File: config.mk
export PLATFORM = sky130hd
export DESIGN_NAME = id3v2_tag_parser
export DESIGN_NICKNAME = d
export VERILOG_FILES = /design/src/rtl/id3_pkg.sv /design/src/rtl/id3_front.sv /design/src/rtl/id3_queue.sv /design/src/rtl/id3v2_tag_parser.sv
export SDC_FILE = /design/constraint.sdc
export NUM_CORES = 1
export LEC_CHECK = 0
export ABC_CLOCK_PERIOD_IN_PS = 20900
export BUFFER_PORTS_ARGS = -buffer_cell sky130_fd_sc_hd__buf_2
export CORE_MARGIN = 4
export CORE_UTILIZATION = 55
export DETAILED_ROUTE_END_ITERATION = 10
export PLACE_DENSITY = 0.72
export SLEW_MARGIN = 40
export SYNTH_ARGS = -nofsm -noshare
export SYNTH_HDL_FRONTEND = slang
export SYNTH_HIERARCHICAL = 1
export SYNTH_SLANG_ARGS = --single-unit
File: constraint.sdc
create_clock -name clk -period 20.9 [get_ports clk]
set_clock_uncertainty 0.2 [all_clocks]
set_input_delay 2.09 -clock clk [delete_from_list [all_inputs] [get_ports clk]]
set_output_delay 2.09 -clock clk [all_outputs]
set_load 0.01 [all_outputs]
File: src/rtl/id3_pkg.sv
package id3_pkg;

	// Parse phases of the front end.
	typedef enum logic [2:0] {
		PH_HDR,
		PH_FHDR,
		PH_ENC,
		PH_BODY,
		PH_SKIP,
		PH_PASS,
		PH_STOP
	} phase_t;

	// Result kinds.
	localparam logic [2:0] KIND_HEADER  = 3'd0;
	localparam logic [2:0] KIND_FSTART  = 3'd1;
	localparam logic [2:0] KIND_PAYLOAD = 3'd2;
	localparam logic [2:0] KIND_PAD     = 3'd3;
	localparam logic [2:0] KIND_TAGEND  = 3'd4;
	localparam logic [2:0] KIND_NOTAG   = 3'd5;
	localparam logic [2:0] KIND_BADENC  = 3'd6;
	localparam logic [2:0] KIND_PASS    = 3'd7;

	localparam logic [7:0] MAX_ENCODING  = 8'h03;
	localparam logic [7:0] TAG_VERSION3  = 8'h03;
	localparam logic [3:0] HDR_LAST_IDX  = 4'd9;
	localparam logic [3:0] IDX_VERSION   = 4'd3;
	localparam logic [3:0] IDX_REVISION  = 4'd4;
	localparam logic [3:0] IDX_FLAGS     = 4'd5;
	localparam logic [3:0] IDX_ID_END    = 4'd4;
	localparam logic [3:0] IDX_SIZE_END  = 4'd8;
	localparam logic [7:0] SYNCSAFE_MASK = 8'h7f;

	// One result item as it travels through the queue.
	typedef struct packed {
		logic [2:0]  kind;
		logic [7:0]  version;
		logic [7:0]  revision;
		logic [2:0]  header_flags;
		logic [31:0] size_value;
		logic [31:0] frame_ident;
		logic [1:0]  text_encoding;
		logic [7:0]  out_byte;
		logic        last_of_frame;
	} res_t;

	function automatic logic [7:0] magic_letter(input logic [1:0] idx);
		logic [7:0] ch;
		unique case (idx)
			2'd0:    ch = 8'h49; // 'I'
			2'd1:    ch = 8'h44; // 'D'
			default: ch = 8'h33; // '3'
		endcase
		return ch;
	endfunction

	// Prefix bytes dropped ahead of the payload, by text encoding.
	function automatic logic [1:0] prefix_len(input logic [1:0] enc);
		logic [1:0] n;
		unique case (enc)
			2'd0:    n = 2'd0;
			2'd1:    n = 2'd2;
			2'd2:    n = 2'd2;
			default: n = 2'd3;
		endcase
		return n;
	endfunction

endpackage

File: src/rtl/id3_front.sv
module id3_front (
	input  logic                clk,
	input  logic                arst_n,
	input  logic                accept,
	input  logic [7:0]          data_byte,
	input  logic                restart,
	input  logic                cfg_we,
	input  logic                cfg_data,
	output logic                res_valid,
	output id3_pkg::res_t       res
);

	id3_pkg::phase_t phase_q, phase_n;
	logic [3:0]  idx_q, idx_n;
	logic [27:0] tag_q, tag_n;
	logic [31:0] frem_q, frem_n;
	logic [31:0] fid_q, fid_n;
	logic [31:0] fsize_q, fsize_n;
	logic [1:0]  enc_q, enc_n;
	logic [1:0]  pre_q, pre_n;
	logic [7:0]  ver_q, ver_n;
	logic [7:0]  rev_q, rev_n;
	logic [2:0]  flg_q, flg_n;
	logic        idm_q, idm_n;
	logic        emit_q;

	logic        have, with_frame, with_byte, last, payload_out, in_tag;
	logic [2:0]  kind;
	logic [31:0] sz;

	always_ff @(posedge clk or negedge arst_n) begin
		if (!arst_n) begin
			emit_q <= 1'b1;
		end else if (cfg_we) begin
			emit_q <= cfg_data;
		end
	end

	always_ff @(posedge clk or negedge arst_n) begin
		if (!arst_n) begin
			phase_q <= id3_pkg::PH_HDR;
			idx_q   <= '0;
			tag_q   <= '0;
			frem_q  <= '0;
			fid_q   <= '0;
			fsize_q <= '0;
			enc_q   <= '0;
			pre_q   <= '0;
			ver_q   <= '0;
			rev_q   <= '0;
			flg_q   <= '0;
			idm_q   <= 1'b1;
		end else if (accept) begin
			phase_q <= phase_n;
			idx_q   <= idx_n;
			tag_q   <= tag_n;
			frem_q  <= frem_n;
			fid_q   <= fid_n;
			fsize_q <= fsize_n;
			enc_q   <= enc_n;
			pre_q   <= pre_n;
			ver_q   <= ver_n;
			rev_q   <= rev_n;
			flg_q   <= flg_n;
			idm_q   <= idm_n;
		end
	end

	always_comb begin
		// start from the held state, or from a cleared one on restart
		if (restart) begin
			phase_n = id3_pkg::PH_HDR;
			idx_n   = '0;
			tag_n   = '0;
			frem_n  = '0;
			fid_n   = '0;
			fsize_n = '0;
			enc_n   = '0;
			pre_n   = '0;
			ver_n   = '0;
			rev_n   = '0;
			flg_n   = '0;
			idm_n   = 1'b1;
		end else begin
			phase_n = phase_q;
			idx_n   = idx_q;
			tag_n   = tag_q;
			frem_n  = frem_q;
			fid_n   = fid_q;
			fsize_n = fsize_q;
			enc_n   = enc_q;
			pre_n   = pre_q;
			ver_n   = ver_q;
			rev_n   = rev_q;
			flg_n   = flg_q;
			idm_n   = idm_q;
		end
		have        = 1'b0;
		with_frame  = 1'b0;
		with_byte   = 1'b0;
		last        = 1'b0;
		payload_out = 1'b0;
		in_tag      = 1'b0;
		kind        = id3_pkg::KIND_HEADER;
		sz          = '0;

		unique case (phase_n)
			id3_pkg::PH_HDR: begin
				if (idx_n < id3_pkg::IDX_VERSION) begin
					if (data_byte != id3_pkg::magic_letter(idx_n[1:0]))
						idm_n = 1'b0;
				end else if (idx_n == id3_pkg::IDX_VERSION) begin
					ver_n = data_byte;
				end else if (idx_n == id3_pkg::IDX_REVISION) begin
					rev_n = data_byte;
				end else if (idx_n == id3_pkg::IDX_FLAGS) begin
					flg_n = data_byte[7:5];
				end else begin
					tag_n = {tag_n[20:0], data_byte[6:0] & id3_pkg::SYNCSAFE_MASK[6:0]};
				end
				if (idx_n >= id3_pkg::HDR_LAST_IDX) begin
					idx_n = '0;
					have  = 1'b1;
					if (!idm_n) begin
						kind    = id3_pkg::KIND_NOTAG;
						phase_n = id3_pkg::PH_PASS;
					end else begin
						kind = id3_pkg::KIND_HEADER;
						sz   = {4'd0, tag_n};
						if (tag_n == '0)
							phase_n = id3_pkg::PH_PASS;
						else if (ver_n == id3_pkg::TAG_VERSION3)
							phase_n = id3_pkg::PH_FHDR;
						else
							phase_n = id3_pkg::PH_SKIP;
					end
				end else begin
					idx_n = idx_n + 4'd1;
				end
			end
			id3_pkg::PH_FHDR: begin
				in_tag = 1'b1;
				if (idx_n < id3_pkg::IDX_ID_END)
					fid_n = {fid_n[23:0], data_byte};
				else if (idx_n < id3_pkg::IDX_SIZE_END)
					fsize_n = {fsize_n[23:0], data_byte};
				if (idx_n >= id3_pkg::HDR_LAST_IDX) begin
					idx_n = '0;
					if (fsize_n == '0) begin
						kind       = id3_pkg::KIND_PAD;
						have       = 1'b1;
						with_frame = 1'b1;
						phase_n    = id3_pkg::PH_SKIP;
					end else begin
						phase_n = id3_pkg::PH_ENC;
					end
				end else begin
					idx_n = idx_n + 4'd1;
				end
			end
			id3_pkg::PH_ENC: begin
				if (data_byte > id3_pkg::MAX_ENCODING) begin
					kind       = id3_pkg::KIND_BADENC;
					have       = 1'b1;
					with_frame = 1'b1;
					with_byte  = 1'b1;
					phase_n    = id3_pkg::PH_STOP;
				end else begin
					in_tag     = 1'b1;
					enc_n      = data_byte[1:0];
					pre_n      = id3_pkg::prefix_len(data_byte[1:0]);
					frem_n     = fsize_n - 32'd1;
					kind       = id3_pkg::KIND_FSTART;
					sz         = fsize_n;
					have       = 1'b1;
					with_frame = 1'b1;
					phase_n    = (frem_n == '0) ? id3_pkg::PH_FHDR : id3_pkg::PH_BODY;
				end
			end
			id3_pkg::PH_BODY: begin
				in_tag = 1'b1;
				if (frem_n != '0)
					frem_n = frem_n - 32'd1;
				if (pre_n != '0) begin
					pre_n = pre_n - 2'd1;
				end else if (emit_q) begin
					kind        = id3_pkg::KIND_PAYLOAD;
					have        = 1'b1;
					with_frame  = 1'b1;
					with_byte   = 1'b1;
					payload_out = 1'b1;
					last        = (frem_n == '0);
				end
				if (frem_n == '0) begin
					idx_n   = '0;
					phase_n = id3_pkg::PH_FHDR;
				end
			end
			id3_pkg::PH_SKIP: begin
				in_tag = 1'b1;
			end
			id3_pkg::PH_PASS: begin
				kind      = id3_pkg::KIND_PASS;
				have      = 1'b1;
				with_byte = 1'b1;
			end
			default: begin
			end
		endcase

		// running tag count: the byte that uses it up ends the tag
		if (in_tag) begin
			if (tag_n != '0)
				tag_n = tag_n - 28'd1;
			if (tag_n == '0) begin
				kind       = id3_pkg::KIND_TAGEND;
				have       = 1'b1;
				with_frame = 1'b1;
				with_byte  = 1'b1;
				sz         = '0;
				last       = payload_out;
				phase_n    = id3_pkg::PH_PASS;
			end
		end
	end

	assign res_valid         = accept && have;
	assign res.kind          = kind;
	assign res.version       = ver_n;
	assign res.revision      = rev_n;
	assign res.header_flags  = flg_n;
	assign res.size_value    = sz;
	assign res.frame_ident   = with_frame ? fid_n : '0;
	assign res.text_encoding = with_frame ? enc_n : '0;
	assign res.out_byte      = with_byte ? data_byte : '0;
	assign res.last_of_frame = last;

endmodule

File: src/rtl/id3_queue.sv
module id3_queue #(
	parameter int DEPTH = 4
) (
	input  logic          clk,
	input  logic          arst_n,
	input  logic          wr_en,
	input  id3_pkg::res_t wr_data,
	input  logic          rd_en,
	output id3_pkg::res_t rd_data,
	output logic          full,
	output logic          empty
);

	localparam int PW = $clog2(DEPTH);
	localparam int CW = $clog2(DEPTH + 1);

	id3_pkg::res_t     slot_q [DEPTH];
	logic [PW-1:0]     wr_ptr_q, rd_ptr_q;
	logic [CW-1:0]     count_q;
	logic              do_wr, do_rd;

	assign full    = (count_q == CW'(DEPTH));
	assign empty   = (count_q == '0);
	assign do_wr   = wr_en && !full;
	assign do_rd   = rd_en && !empty;
	assign rd_data = slot_q[rd_ptr_q];

	always_ff @(posedge clk) begin
		if (do_wr)
			slot_q[wr_ptr_q] <= wr_data;
	end

	always_ff @(posedge clk or negedge arst_n) begin
		if (!arst_n) begin
			wr_ptr_q <= '0;
			rd_ptr_q <= '0;
			count_q  <= '0;
		end else begin
			if (do_wr)
				wr_ptr_q <= (wr_ptr_q == PW'(DEPTH - 1)) ? '0 : wr_ptr_q + PW'(1);
			if (do_rd)
				rd_ptr_q <= (rd_ptr_q == PW'(DEPTH - 1)) ? '0 : rd_ptr_q + PW'(1);
			if (do_wr && !do_rd)
				count_q <= count_q + CW'(1);
			else if (do_rd && !do_wr)
				count_q <= count_q - CW'(1);
		end
	end

endmodule

File: src/rtl/id3v2_tag_parser.sv
// ID3v2 tag parser: takes a file one byte per item and reports the tag header,
// frame starts, payload bytes, padding and tag end, then passes later bytes on.
// Input channel: present data_byte/restart with push; the byte is taken on a
// clock edge with push high and full low. restart marks the first byte of a
// new file and clears all parse state (emit_payload is kept).
// Result channel: while empty is low the oldest result sits on the result
// ports; pop takes it. A byte yields zero or one result.
// Configuration: cfg_we writes cfg_data into emit_payload at the clock edge;
// write it only while no bytes are in flight.
// Results are queued as their bytes are taken and shown in order of arrival.
// Throughput: one byte per cycle while full is low; the front end updates its
// parse state per accepted byte and the DEPTH-entry queue absorbs pop stalls.
// When the receiver stalls, results pile up in the queue; once it holds
// DEPTH results, full rises and input is held until a pop frees a slot.
// Reset clears the parser to header collection, empties the queue and sets
// emit_payload to 1.
module id3v2_tag_parser #(
	parameter int DEPTH = 4
) (
	input  logic        clk,
	input  logic        arst_n,
	input  logic        push,
	output logic        full,
	input  logic [7:0]  data_byte,
	input  logic        restart,
	input  logic        cfg_we,
	input  logic        cfg_data,
	output logic        empty,
	input  logic        pop,
	output logic [2:0]  kind,
	output logic [7:0]  version,
	output logic [7:0]  revision,
	output logic [2:0]  header_flags,
	output logic [31:0] size_value,
	output logic [31:0] frame_ident,
	output logic [1:0]  text_encoding,
	output logic [7:0]  out_byte,
	output logic        last_of_frame
);

	logic          accept;
	logic          res_valid;
	id3_pkg::res_t res;
	id3_pkg::res_t head;

	// take a byte only while the queue has room for its result
	assign accept = push && !full;

	id3_front u_front (
		.clk       (clk),
		.arst_n    (arst_n),
		.accept    (accept),
		.data_byte (data_byte),
		.restart   (restart),
		.cfg_we    (cfg_we),
		.cfg_data  (cfg_data),
		.res_valid (res_valid),
		.res       (res)
	);

	// hold results until the receiver pops them
	id3_queue #(
		.DEPTH (DEPTH)
	) u_queue (
		.clk     (clk),
		.arst_n  (arst_n),
		.wr_en   (res_valid),
		.wr_data (res),
		.rd_en   (pop),
		.rd_data (head),
		.full    (full),
		.empty   (empty)
	);

	assign kind          = head.kind;
	assign version       = head.version;
	assign revision      = head.revision;
	assign header_flags  = head.header_flags;
	assign size_value    = head.size_value;
	assign frame_ident   = head.frame_ident;
	assign text_encoding = head.text_encoding;
	assign out_byte      = head.out_byte;
	assign last_of_frame = head.last_of_frame;

`ifndef NO_ASSERTIONS
	// a produced result must be waiting in the next cycle
	a_result_queued: assert property (@(posedge clk) disable iff (!arst_n)
		res_valid |=> !empty)
		else $error("result lost on its way into the queue");

	// the last mark only goes with a payload byte or a tag end
	a_last_kind: assert property (@(posedge clk) disable iff (!arst_n)
		(!empty && last_of_frame) |->
		(kind == id3_pkg::KIND_PAYLOAD || kind == id3_pkg::KIND_TAGEND))
		else $error("last_of_frame on a wrong kind");

	// only header and frame start carry a size
	a_size_kind: assert property (@(posedge clk) disable iff (!arst_n)
		(!empty && size_value != '0) |->
		(kind == id3_pkg::KIND_HEADER || kind == id3_pkg::KIND_FSTART))
		else $error("size_value set on a wrong kind");

	// a byte is accepted only when the queue had room
	a_no_overrun: assert property (@(posedge clk) disable iff (!arst_n)
		full |-> !res_valid)
		else $error("result produced while queue full");
`endif

endmodule

==> results.json <==
{
  "ioPinCount": 114,
  "cts_root_buffer": "clkbuf_16",
  "finalSetupViolations": 0,
  "syn2layout_area_growth_pct": 10.3,
  "grt_pass1_vias": 19100,
  "hold_class": "reg -> reg",
  "crit_chain": "buf_6 > inv_4 > nand2_1 > ha_1 > or3b_1 > nand2_1 > a221oi_2 > nor3_2 > a311oi_2 > a2111oi_0 > a31oi_1 > nor4_4 > nand4_4 > buf_12 > a21oi_1 > nor2b_1 > and2_4 > buf_4",
  "rrSetupSlack_ps": 12870,
  "die_area_mm2": 0.0537,
  "yosysMostFrequentCell": "edfxtp_1",
  "synth_top_area_share_pct": 42.3,
  "fin_util_pct": 61.7,
  "cp.depth": 18,
  "die_w_um": 232,
  "wl_mm": 78.0,
  "cts-hold-fix-buffers": 0,
  "holdPathStages": 1,
  "p_leak_nw": 10.9,
  "slew_viol_final": 0,
  "crit_family": "simple AND/OR/NAND/NOR gates",
  "tns_ps": 0,
  "drtIter0Drc": 2616,
  "cts_buffer_depth": 3,
  "crit_required_ps": 20930,
  "chipHeight_um": 232,
  "slowest_delay_ps": 750,
  "status": "finished clean",
  "max_freq_mhz": 101,
  "core_mm2": 0.0493,
  "yosysTopAreaCell": "edfxtp_1",
  "final-hold-violation-count": 0,
  "maxCapViolCount": 0,
  "worstPathArrival_ps": 9930,
  "antenna_found_initial": 1,
  "start_util_pct": 55.9,
  "ir_drop_mv": 0.0803,
  "fin_nets": 2295,
  "seq_area_frac_synth_pct": 57.1,
  "synth_area_mm2": 0.0276,
  "post_cts_buffers": 0,
  "fin_crit_sh_pct": 47.4,
  "post-route-drc-count": 0,
  "synth_edf_count": 388,
  "r2r_cells": 17,
  "cts_resized": 0,
  "synthFlopType": "edfxtp_1",
  "dp_hpwl_mm": 49.9,
  "synthTopCellsByCount": "edfxtp_1, nor2_1, nand2_1",
  "grt_pass1_wl_mm": 120,
  "grt_max_degree": 95,
  "grt_usage_pct": 28.7,
  "slowest_stage": "buf_4",
  "place_congestion": 0.977,
  "syn-num-nets": 2283,
  "h-tree-depth": 2,
  "crit_path_start_kind": "input port",
  "ys_types": 99,
  "min_from": "u_front/enc_q[0]",
  "worst_pin_slew_ps": 847,
  "startpoint": "restart",
  "num_vias": 19900,
  "yosysWarnings": 6,
  "r2r_start": "u_front/idx_q[0]",
  "async_flop_share_pct": 29.6,
  "syn_area_per_cell_um2": 12.2,
  "powerDensity_mw_per_mm2": 135,
  "clkTransAtPathRegs_ps": 60,
  "rows": 81,
  "ys_top_cells_by_area": "edfxtp_1, dfrtp_1, mux4_2, a21oi_1, nor2_1",
  "cts_tree": "built",
  "ys_ff_latch": 551,
  "end_kind": "flip-flop",
  "drt-pass1-iter-count": 6,
  "critPathBufInv": 4,
  "worst_path_most_repeated_cell": "nand2_1",
  "crit_type": "in -> reg",
  "clock-sinks": 551,
  "crit_fanout": 64,
  "holdPathEnd": "u_front/enc_q[0]",
  "clk_latency_ps": 620,
  "relSlewSlack_pct": 42.8,
  "overflow": 0,
  "numPortBuffers": 113,
  "via_per_inst": 6.70,
  "wl_per_cell_um": 26.3,
  "synthCells": 2251,
  "worstReg2RegEnd": "u_queue/slot_q[3][62]",
  "layout-drive-gt1-share_pct": 18.2,
  "final_antenna_net_count": 0,
  "period_needed_ps": 9900,
  "grt_setup_unrepaired": "false",
  "cts_made_buffers": 53
}
## how the worst max path moves through the flow
stage / slack, ps / to
after floorplan: 9830 / u_queue/slot_q[0][0]
after global placement: 10130 / u_queue/slot_q[0][49]
after detailed placement: 10520 / u_queue/slot_q[3][54]
after CTS: 11150 / u_queue/slot_q[2][50]
after global routing: 10540 / u_queue/slot_q[2][96]
final: 11000 / u_queue/slot_q[3][62]
## sequential cells by signal (all words and copies together), names as in the netlist, 3 cells and up
| register | flops |
|---|---|
| u_queue/slot_q | 388 |
| u_front/fid_q | 32 |
| u_front/frem_q | 32 |
| u_front/fsize_q | 32 |
| u_front/tag_q | 28 |
| u_front/rev_q | 8 |
| u_front/ver_q | 8 |
| u_front/idx_q | 4 |
| u_front/flg_q | 3 |
| u_front/phase_q | 3 |
| u_queue/count_q | 3 |
## worst reg2reg max path: stages, from the launching register on
cell       delay (ps)
dfrtp_1           380
nor2b_1           300
inv_1             100
ha_1              330
or3b_1            510
nand2_1           630
a221oi_2          220
nor3_2            670
a311oi_2          280
a2111oi_0         470
a31oi_1           170
nor4_4            400
nand4_4           470
buf_12            360
a21oi_1           140
nor2b_1           450
and2_4            700
buf_4             810
## through the flow
stage | hold WS, ps | std cells | instance area [µm²] | setup WS [ps] | power (mW)
floorplan | 258 | 2251 | 27600 | 9830 | 2.61
global placement | 267 | 2866 | 28400 | 10130 | 3.05
detailed placement | 279 | 2871 | 28500 | 10520 | 3.09
CTS | 294 | 2970 | 30300 | 11150 | 4.10
global route | 306 | 2972 | 30400 | 10540 | 4.31
finish | 304 | 2972 | 30400 | 11000 | 4.11
## power breakdown
group,internal (mW),switching (mW)
Clock,0.582,0.422
Combinational,0.624,0.905
Sequential,1.35,0.229
Total,2.55,1.56
## logic make-up after synthesis
kind of cell / Yosys count / share of synthesized area, %
muxes: 168 / 10.6
DFF: 551 / 57.1
adders and majority gates: 17 / 0.799
AOI/OAI and AO/OA: 566 / 14.1
and+or+nand+nor: 664 / 12.0
xor gates and xnor gates: 59 / 1.88
buffers and inverters: 226 / 3.52
## routing by layer
layer  wire length, µm  vias to the layer above  GRT usage, %
li1                  -                     8679             -
met1             32700                    10000          43.2
met2             36100                     1095          44.2
met3              7020                      149          4.74
met4              2130                        0          7.40
met5                 0                        -             0
## layout by cell type, fill, tap and decap left out, drive strengths merged, types with 7 or more instances in the layout
master and instances:
a21boi 8, a21o 7, a21oi 171, a22o 59, a22oi 53, a31o 20, a31oi 21, and2 10
and3 28, buf 148, bufinv 8, clkbuf 65, clkinv 20, dfrtp 161, edfxtp 388, ha 16
inv 39, mux2 20, mux2i 51, mux4 97, nand2 175, nand2b 9, nand3 39, nand4 11
nor2 198, nor2b 15, nor3 61, nor3b 33, nor4 38, o211ai 8, o21a 9, o21ai 80
o22ai 17, o2bb2ai 26, o311a 7, o311ai 11, o31ai 11, or3 17, xnor2 37, xor2 22
## area by class of cell
cell class / instances / area [µm²]
Timing Repair Buffer: 148 / 913
Clock inverter: 34 / 407
Antenna cell: 1 / 2.50
Clock buffer: 65 / 1410
Inverter: 35 / 134
Sequential cell: 551 / 15700
Multi-Input combinational cell: 1474 / 11000
Tap cell: 664 / 831
Fill cell: 3785 / 18900
Note: power is estimated with default switching activity, not from simulation.
